--- src/rtl/alu_fm_pkg.sv ---
// ----------------------------------------------------------------------------
// alu_fm_pkg
// Types and codes shared by the ALU with masked flag update.
// ----------------------------------------------------------------------------
package alu_fm_pkg;

    // operation codes
    localparam logic [2:0] OP_ADD8  = 3'd0;
    localparam logic [2:0] OP_SUB8  = 3'd1;
    localparam logic [2:0] OP_ADD16 = 3'd2;
    localparam logic [2:0] OP_SUB16 = 3'd3;
    localparam logic [2:0] OP_RL8   = 3'd4;
    localparam logic [2:0] OP_RR8   = 3'd5;

    // flag bits
    localparam logic [7:0] FL_C  = 8'h01;
    localparam logic [7:0] FL_N  = 8'h02;
    localparam logic [7:0] FL_PV = 8'h04;
    localparam logic [7:0] FL_H  = 8'h10;
    localparam logic [7:0] FL_Z  = 8'h40;
    localparam logic [7:0] FL_S  = 8'h80;

    localparam logic [7:0] FL_ALL8  = FL_C | FL_N | FL_PV | FL_H | FL_Z | FL_S;
    localparam logic [7:0] FL_CNH   = FL_C | FL_N | FL_H;

    typedef struct packed {
        logic [2:0]  operation;
        logic [15:0] operand_a;
        logic [15:0] operand_b;
        logic        fill_bit;
        logic [7:0]  flag_mask;
        logic [7:0]  flags_in;
    } t_alu_in;

    typedef struct packed {
        logic [15:0] result;
        logic [7:0]  flags_out;
    } t_alu_out;

endpackage

--- src/rtl/cpu_alu_with_flag_mask.sv ---
// ----------------------------------------------------------------------------
// cpu_alu_with_flag_mask
// ALU step for an 8-bit processor: add/sub in 8 and 16 bits and 8-bit
// rotates through a fill bit, with a masked update of the flag byte.
// ----------------------------------------------------------------------------
// Usage:
//   input channel  i_in_valid / o_in_stall carry one t_alu_in beat
//   output channel o_out_valid / i_out_stall carry one t_alu_out beat
//   a beat moves at an edge where valid is high and stall is low
// Path: a taken input beat goes into the input register, through the single
//   pass of adder/flag logic, then into the result register.
// Throughput: one beat per cycle while the output is not stalled; the rate is
//   set by the single adder pass between the two registers.
// Reset: synchronous active low; both stages empty, o_out_valid low.
// Receiver stall: the result register holds its beat; the input register
//   still takes a beat if it is empty, and o_in_stall rises only when both
//   stages are full and the output is stalled.
// ----------------------------------------------------------------------------
module cpu_alu_with_flag_mask (
    input  logic                  i_clk,
    input  logic                  i_rst_n,
    input  logic                  i_in_valid,
    output logic                  o_in_stall,
    input  alu_fm_pkg::t_alu_in   i_in,
    output logic                  o_out_valid,
    input  logic                  i_out_stall,
    output alu_fm_pkg::t_alu_out  o_out
);
    import alu_fm_pkg::*;

    logic     r_in_valid;
    t_alu_in  r_in;
    logic     r_out_valid;
    t_alu_out r_out;
    t_alu_out n_out;

    logic     adv_out;
    logic     adv_in;

    logic [7:0]  a8;
    logic [7:0]  b8;
    logic [8:0]  sum8;
    logic [8:0]  dif8;
    logic [4:0]  sum4;
    logic [4:0]  dif4;
    logic [16:0] sum16;
    logic [16:0] dif16;
    logic [12:0] sum12;
    logic [12:0] dif12;
    logic [15:0] res;
    logic [7:0]  nf;
    logic [7:0]  touched;
    logic [7:0]  upd;

    assign adv_out    = !(r_out_valid && i_out_stall);
    assign adv_in     = adv_out || !r_in_valid;
    assign o_in_stall = !adv_in;

    assign a8 = r_in.operand_a[7:0];
    assign b8 = r_in.operand_b[7:0];

    assign sum8  = {1'b0, a8} + {1'b0, b8};
    assign dif8  = {1'b0, a8} - {1'b0, b8};
    assign sum4  = {1'b0, a8[3:0]} + {1'b0, b8[3:0]};
    assign dif4  = {1'b0, a8[3:0]} - {1'b0, b8[3:0]};
    assign sum16 = {1'b0, r_in.operand_a} + {1'b0, r_in.operand_b};
    assign dif16 = {1'b0, r_in.operand_a} - {1'b0, r_in.operand_b};
    assign sum12 = {1'b0, r_in.operand_a[11:0]} + {1'b0, r_in.operand_b[11:0]};
    assign dif12 = {1'b0, r_in.operand_a[11:0]} - {1'b0, r_in.operand_b[11:0]};

    always_comb begin
        res     = 16'h0000;
        nf      = 8'h00;
        touched = 8'h00;
        case (r_in.operation)
            OP_ADD8: begin
                res = {8'h00, sum8[7:0]};
                if (sum8[8]) nf = nf | FL_C;
                if (sum4[4]) nf = nf | FL_H;
                if ((a8[7] == b8[7]) && (sum8[7] != a8[7])) nf = nf | FL_PV;
                if (sum8[7]) nf = nf | FL_S;
                if (sum8[7:0] == 8'h00) nf = nf | FL_Z;
                touched = FL_ALL8;
            end
            OP_SUB8: begin
                res = {8'h00, dif8[7:0]};
                // borrow shows up as the extra top bit of the difference
                if (dif8[8]) nf = nf | FL_C;
                if (dif4[4]) nf = nf | FL_H;
                nf = nf | FL_N;
                if ((a8[7] != b8[7]) && (dif8[7] != a8[7])) nf = nf | FL_PV;
                if (dif8[7]) nf = nf | FL_S;
                if (dif8[7:0] == 8'h00) nf = nf | FL_Z;
                touched = FL_ALL8;
            end
            OP_ADD16: begin
                res = sum16[15:0];
                if (sum16[16]) nf = nf | FL_C;
                if (sum12[12]) nf = nf | FL_H;
                touched = FL_CNH;
            end
            OP_SUB16: begin
                res = dif16[15:0];
                if (dif16[16]) nf = nf | FL_C;
                if (dif12[12]) nf = nf | FL_H;
                nf = nf | FL_N;
                touched = FL_CNH;
            end
            OP_RL8: begin
                res = {8'h00, a8[6:0], r_in.fill_bit};
                if (a8[7]) nf = nf | FL_C;
                touched = FL_CNH;
            end
            OP_RR8: begin
                res = {8'h00, r_in.fill_bit, a8[7:1]};
                if (a8[0]) nf = nf | FL_C;
                touched = FL_CNH;
            end
            default: begin
                res     = 16'h0000;
                nf      = 8'h00;
                touched = 8'h00;
            end
        endcase
    end

    assign upd             = r_in.flag_mask & touched;
    assign n_out.result    = res;
    assign n_out.flags_out = (r_in.flags_in & ~upd) | (nf & upd);

    always_ff @(posedge i_clk) begin
        if (!i_rst_n) begin
            r_in_valid  <= 1'b0;
            r_out_valid <= 1'b0;
        end else begin
            if (adv_in) begin
                r_in_valid <= i_in_valid;
            end
            if (adv_out) begin
                r_out_valid <= r_in_valid;
            end
        end
    end

    always_ff @(posedge i_clk) begin
        if (adv_in) begin
            r_in <= i_in;
        end
        if (adv_out) begin
            r_out <= n_out;
        end
    end

    assign o_out_valid = r_out_valid;
    assign o_out       = r_out;

endmodule

--- config.mk ---
export PLATFORM = sky130hd
export DESIGN_NAME = cpu_alu_with_flag_mask
export DESIGN_NICKNAME = d
export VERILOG_FILES = /design/src/rtl/alu_fm_pkg.sv /design/src/rtl/cpu_alu_with_flag_mask.sv
export SDC_FILE = /design/constraint.sdc
export NUM_CORES = 1
export LEC_CHECK = 0
export BUFFER_PORTS_ARGS = -buffer_cell sky130_fd_sc_hd__buf_2
export CAP_MARGIN = 20
export CORE_MARGIN = 10
export CORE_UTILIZATION = 57
export DETAILED_ROUTE_END_ITERATION = 6
export HOLD_SLACK_MARGIN = 0.08
export PLACE_DENSITY = 0.77
export SLEW_MARGIN = 0
export SYNTH_ARGS = -nofsm -noshare
export SYNTH_HDL_FRONTEND = slang
export SYNTH_SLANG_ARGS = --single-unit
--- constraint.sdc ---
create_clock -name i_clk -period 3.76 [get_ports i_clk]
set_input_delay 0.376 -clock i_clk [delete_from_list [all_inputs] [get_ports i_clk]]
set_output_delay 0.376 -clock i_clk [all_outputs]
set_load 0.01 [all_outputs]
==> run_results.csv, run 1 <==
group,metric,value,unit
clock_tree,cts_tree,"yes",
yosys,synth_fp_nets,588,
sta,hold_slack,0.190,ns
yosys,synth_adder_area_share,0.125,
clock_tree,cts.sinks,76,
clock_tree,clk_latency,0.35,ns
grt,grt_pass1_wl,20.2,mm
sta,finClkSkew,0.0116,ns
finish,num-nets-final,671,
clock_tree,cts_max_path_buffers,2,
critical_path,cp_data_arrival_time,3.28,ns
yosys,synth_mux_area_frac,0.0199,
yosys,netlist-cell-type-count,68,
yosys,synth_simple_gate_area_frac,0.116,
yosys,ys_seq_area_frac,0.451,
yosys,synth_xor_area_frac,0.0524,
power_and_ir_drop,power_leakage,2.53,nW
critical_path,critical_path_class,"reg2reg",
clock_tree,cts_hold_buffers,0,
floorplan,start_util,0.581,
power_and_ir_drop,netSwitchingFraction,0.304,
floorplan,die_area,13000,sq um
floorplan,ioPinCount,82,
clock_tree,cts_setup_buffers,0,
sta,finalMaxSlewViolations,0,
clock_tree,h-tree-depth,3,
drt,ant_nets,0,
sta,fin_tns_setup,0,ns
place,hpwl,9.40,mm
yosys,ys_ff_latch,76,
yosys,ys_top_cells_by_area,"edfxtp_1 44%, ha_1 12%, a21oi_1 4.5%",
drt,routedWlPerCell,18.2,microns
finish,multi_input_area,2530,sq um
finish,diodes,0,
clock_tree,numCtsBuffers,9,
clock_tree,clkTransAtPathRegs,0.09,ns
grt,grt_usage,0.191,
floorplan,die_x,114,microns
min_path,hold_path.class,"in2reg",
sta,slew_headroom,0.498,
grt,grt_start_max_net_pins,40,
run,drv_cap,0,
sta,final_hold_viol_count,0,
place,place.gp.congestion,0.927,
yosys,synth_common_cells,"74 x edfxtp_1, 47 x ha_1, 45 x a21oi_1",
critical_path,crit_path_end_kind,"flop",
critical_path,crit_path_max_fanout,14,
power_and_ir_drop,peakVddDrop,0.246,mV
floorplan,core_area,8640,sq um
drt,first_pass_iters,5,
drt,viasPerCell,5.91,
power_and_ir_drop,p_sw,0.674,mW
finish,area_growth,14.6,%
sta,finalSetupViolCount,0,
clock_tree,cts-resized-gates,0,
critical_path,critical_path_required,3.86,ns
finish,fillers,725,
sta,setup_ws,0.577,ns
power_and_ir_drop,power_frac_seq,0.475,
yosys,synth_top_family_by_area,"compound AO/OA/AOI/OAI gates",
yosys,synth_edf_count,74,
drt,routed-via-count,4011,
drt,drt_iter0_drc,223,
yosys,synthCells,483,
power_and_ir_drop,p_clk_frac,0.277,
power_and_ir_drop,powerDensity,385,nW/um^2
sta,rsz0062_at_grt,"false",
sta,period_share,0.846,
drt,drcViolationCount,0,
grt,overflow,0,
grt,grt_pass1_vias,4092,
yosys,async_flop_share,0,
floorplan,rows,34,
finish,drive_above_1_share,0.205,
floorplan,die_y,114,microns
place,place_ws,0.644,ns
sta,fmaxAchievable,0.314,GHz
sta,min_period,3.18,ns
yosys,synth-compound-area-share,0.190,
yosys,avgSynthCellArea,10.4,sq um
power_and_ir_drop,p_comb_frac,0.248,
yosys,syn_area,5020,sq um
yosys,synth_most_common_cell,"edfxtp_1",
power_and_ir_drop,p_int,1.54,mW
run_status,status,"finished, final reports clean",
sta,tightest_slew,0.750,ns
yosys,synthFlopType,"edfxtp_1",
yosys,yosys_warnings,0,
clock_tree,cts-root-buf,"clkbuf_8",
critical_path,start_kind,"flop",
drt,routed_wl,12.4,mm
finish,seq_area,2260,sq um
place,buffer_ports.inserted,79,
yosys,yosys.area.top_type,"edfxtp_1",
yosys,synth_top_area_frac,0.443,
grt,antenna_found_initial,0,
==> metal layers <==
metal	vias up	wire, microns	global-route usage
li1	1963	-	-
met1	1864	5670	0.262
met2	161	5440	0.279
met3	23	996	0.0562
met4	0	244	0.0718
met5	-	0	0
==> layout by cell type, fill, tap and decap left out, types with 4 or more instances in the layout <==
| master | instances |
|---|---|
| buf_2 | 79 |
| edfxtp_1 | 74 |
| ha_1 | 47 |
| a21oi_1 | 45 |
| inv_1 | 33 |
| nor2_1 | 33 |
| nand2_1 | 30 |
| xnor2_1 | 25 |
| o21ai_0 | 19 |
| a21o_1 | 12 |
| nand3_1 | 12 |
| mux2i_1 | 10 |
| nor3_1 | 9 |
| clkbuf_8 | 9 |
| nor2b_1 | 8 |
| buf_4 | 8 |
| o22ai_1 | 7 |
| o21a_1 | 6 |
| nand2b_1 | 6 |
| nand4_1 | 5 |
| xor2_1 | 5 |
| and3_1 | 4 |
| o31ai_1 | 4 |
| o21ai_1 | 4 |
| o21bai_1 | 4 |
==> cell families (layout without fill, tap and decap cells) <==
| kind of cell | after synthesis | in the layout |
|---|---|---|
| fa+ha+maj | 49 | 49 |
| buf+inv | 54 | 142 |
| simple gates | 120 | 120 |
| compound gates | 144 | 144 |
| xor+xnor | 30 | 30 |
| mux | 10 | 10 |
| flops | 76 | 76 |
==> cell type report <==
| cell class | instances | area share |
|---|---|---|
| Clock buffer | 9 | 0.0215 |
| Clock inverter | 7 | 0.0117 |
| Inverter | 38 | 0.0252 |
| Multi-Input combinational cell | 353 | 0.441 |
| Sequential cell | 76 | 0.393 |
| Tap cell | 108 | 0.0235 |
| Timing Repair Buffer | 88 | 0.0840 |
==> state kept, by name, summed over array words and instances, names as in the netlist <==
signal	flops
b8	8
o_out_valid	1
r_in	34
r_in_valid	1
a8	8
o_out	24
==> stage by stage <==
stage                     power [mW]  cells  area (sq um)   util
after floorplan                 1.44    483          5020      -
after global placement          1.60    662          5530  0.641
after detailed placement        1.61    662          5530  0.641
after CTS                       2.22    678          5720  0.663
after global routing            2.34    679          5750  0.666
final                           2.22    679          5750  0.666
==> worst paths after layout <==
kind / to / slack (ns) / depth (start not counted) / from
worst max-delay path: o_out[4] / 0.58 / 12 / r_in[51]
worst min-delay path: r_in[16] / 0.19 / 1 / i_in[16]
worst max register to register: o_out[4] / 0.58 / 12 / r_in[51]
worst min register to register: o_out[3] / 0.43 / 0 / r_in[3]
==> critical path, stage by stage, from the launching register on <==
cell	delay, ns
edfxtp_1	0.64
inv_1	0.16
nand2_1	0.08
nor2_1	0.59
a21oi_1	0.11
xnor2_1	0.16
ha_1	0.30
a21o_1	0.18
a21o_1	0.16
a21oi_1	0.15
o211ai_1	0.13
xor2_1	0.18
o21ai_1	0.08
==> power groups by stage <==
stage / Clock (mW) / Combinational [mW] / Sequential, mW
CTS: 0.625 / 0.544 / 1.05
finish: 0.614 / 0.550 / 1.05
global placement: 0 / 0.532 / 1.07
detailed placement: 0 / 0.540 / 1.07
global route: 0.670 / 0.612 / 1.06
floorplan: 0 / 0.368 / 1.07
Power figures use the tool's default switching activity.
==> run 2: changes to the inputs <==
==> constraint.sdc (replaced) <==
create_clock -name i_clk -period 3.2 [get_ports i_clk]
set_input_delay 0.32 -clock i_clk [delete_from_list [all_inputs] [get_ports i_clk]]
set_output_delay 0.32 -clock i_clk [all_outputs]
set_load 0.01 [all_outputs]
==> run_results.csv, run 2 (same netlist as run 1, synthesis figures left out) <==
group,metric,value,unit
grt,grt_start_max_net_pins,36,
drt,ant_nets,0,
critical_path,critical_path_required,3.31,ns
finish,num-nets-final,679,
critical_path,r2r_start,"b8[1]",
sta,final_hold_viol_count,0,
grt,antenna_found_initial,0,
critical_path,start_kind,"flop",
critical_path,worst_r2r_path_depth,13,
drt,routed_wl,12.9,mm
drt,viasPerCell,5.99,
sta,finalMaxSlewViolations,0,
clock_tree,cts_hold_buffers,0,
critical_path,r2r_end,"o_out[4]",
clock_tree,clkTransAtPathRegs,0.09,ns
place,buffer_ports.inserted,79,
critical_path,cp_top_family,"compound AO/OA/AOI/OAI gates",
sta,finalSetupViolCount,0,
finish,drive_above_1_share,0.219,
finish,final_common_cell,"buf_2",
critical_path,crit_chain,"inv_1 -> ha_1 -> and3_1 -> nand2_1 -> o41ai_2 -> xnor2_1 -> ha_1 -> a21o_1 -> a21o_1 -> a21oi_1 -> o211ai_1 -> xor2_1 -> o21ai_1",
finish,largest_register_ff_count,34,
floorplan,core_area,8640,sq um
finish,diodes,0,
floorplan,ioPinCount,82,
floorplan,start_util,0.581,
critical_path,reg2reg_slack,0.18,ns
finish,area_growth,17.1,%
drt,wl_met1,6.00,mm
drt,first_pass_iters,5,
grt,grt_pass1_vias,4071,
sta,slew_headroom,0.661,
critical_path,path_buf_inv,1,
sta,fin_tns_setup,0,ns
finish,fin_cells,687,
critical_path,critical_path_class,"reg2reg",
finish,fillers,671,
power_and_ir_drop,powerDensity,477,nW/um^2
drt,routed.top_layer,"met4",
critical_path,crit_path_max_fanout,6,
sta,fmaxAchievable,0.331,GHz
floorplan,die_x,114,microns
finish,largest-register,"r_in",
floorplan,rows,34,
critical_path,crit_path_end_kind,"flop",
place,hpwl,10.1,mm
critical_path,worstSetupStartpoint,"b8[1]",
clock_tree,numCtsBuffers,9,
clock_tree,clk_latency,0.36,ns
critical_path,crit_cells,13,
sta,min_period,3.02,ns
clock_tree,cts.sinks,76,
clock_tree,h-tree-depth,3,
drt,drcViolationCount,0,
min_path,holdPathStages,1,
place,placed_cells,670,
critical_path,endpoint,"o_out[4]",
drt,dr_wl_met2,5.77,mm
power_and_ir_drop,power_leakage,2.60,nW
finish,layout_common_cells,"79 x buf_2, 74 x edfxtp_1, 47 x ha_1",
grt,overflow,0,
min_path,hold_path.class,"in2reg",
sta,rsz0062_at_grt,"false",
critical_path,cp_slowest_cell,"edfxtp_1",
floorplan,die_area,13000,sq um
run,drv_cap,0,
drt,routedWlPerCell,18.8,microns
sta,period_share,0.945,
clock_tree,cts_tree,"yes",
finish,fin_util,0.680,
clock_tree,cts-resized-gates,0,
drt,routed-via-count,4112,
place,place.gp.congestion,0.915,
critical_path,cp_data_arrival_time,3.14,ns
clock_tree,cts-root-buf,"clkbuf_8",
floorplan,die_y,114,microns
grt,grt_pass1_wl,20.8,mm
grt,grt_usage,0.200,
critical_path,critPathMaxStageDelay,0.51,ns
drt,drt_iter0_drc,262,
power_and_ir_drop,peakVddDrop,0.275,mV
sta,finClkSkew,0.0140,ns
clock_tree,cts_setup_buffers,0,
run_status,status,"finished, final reports clean",
drt,met3_length,964,microns
sta,tightest_slew,0.496,ns
clock_tree,cts_max_path_buffers,2,
[run 2: layer usage]
| metal | up-vias | track usage |
|---|---|---|
| met4 | 0 | 0.0459 |
| met2 | 174 | 0.308 |
| met3 | 19 | 0.0436 |
| met5 | - | 0 |
| li1 | 1974 | - |
| met1 | 1945 | 0.281 |
[run 2: power by group]
part           switching (mW)  leakage (nW)  total [mW]  internal, mW
clock                   0.376         0.120       0.899         0.523
combinational           0.393          1.67       0.677         0.285
sequential             0.0483         0.809        1.23          1.18
[run 2: worst min-delay path by stage]
| stage | from | to | slack [ns] |
|---|---|---|---|
| after detailed placement | r_in[3] | o_out[3] | 0.41 |
| after CTS | i_in[46] | r_in[46] | 0.12 |
| after global routing | i_in[15] | r_in[15] | 0.11 |
| after global placement | r_in[5] | o_out[5] | 0.40 |
| final | i_in[31] | r_in[31] | 0.13 |
| after floorplan | r_in[3] | o_out[3] | 0.40 |
[run 2: metrics by stage]
stage / instance area, sq um / setup WS [ns] / hold WS (ns) / power, mW
6_report: 5880 / 0.176 / 0.126 / 2.81
5_1_grt: 5880 / 0.0364 / 0.110 / 2.95
4_1_cts: 5840 / 0.138 / 0.119 / 2.81
3_5_place_dp: 5590 / 0.250 / 0.411 / 1.91
3_3_place_gp: 5590 / 0.291 / 0.404 / 1.90
2_1_floorplan: 5020 / 0.566 / 0.400 / 1.70
[run 2: final cells by class]
type | instances | area (sq um) | area share
multi-input cells | 353 | 2540 | 0.433
flip-flops and latches | 76 | 2260 | 0.385
repair buffers | 96 | 543 | 0.0924
inverters | 38 | 145 | 0.0247
well taps | 108 | 135 | 0.0230
clock buffers | 9 | 124 | 0.0211
clock inverters | 7 | 124 | 0.0211
[run 2: worst register-to-register path, stage by stage, from the launching register on]
cell and delay, ns:
edfxtp_1 0.51, inv_1 0.19, ha_1 0.22, and3_1 0.22
nand2_1 0.15, o41ai_2 0.25, xnor2_1 0.10, ha_1 0.18
a21o_1 0.16, a21o_1 0.17, a21oi_1 0.18, o211ai_1 0.16
xor2_1 0.19, o21ai_1 0.09
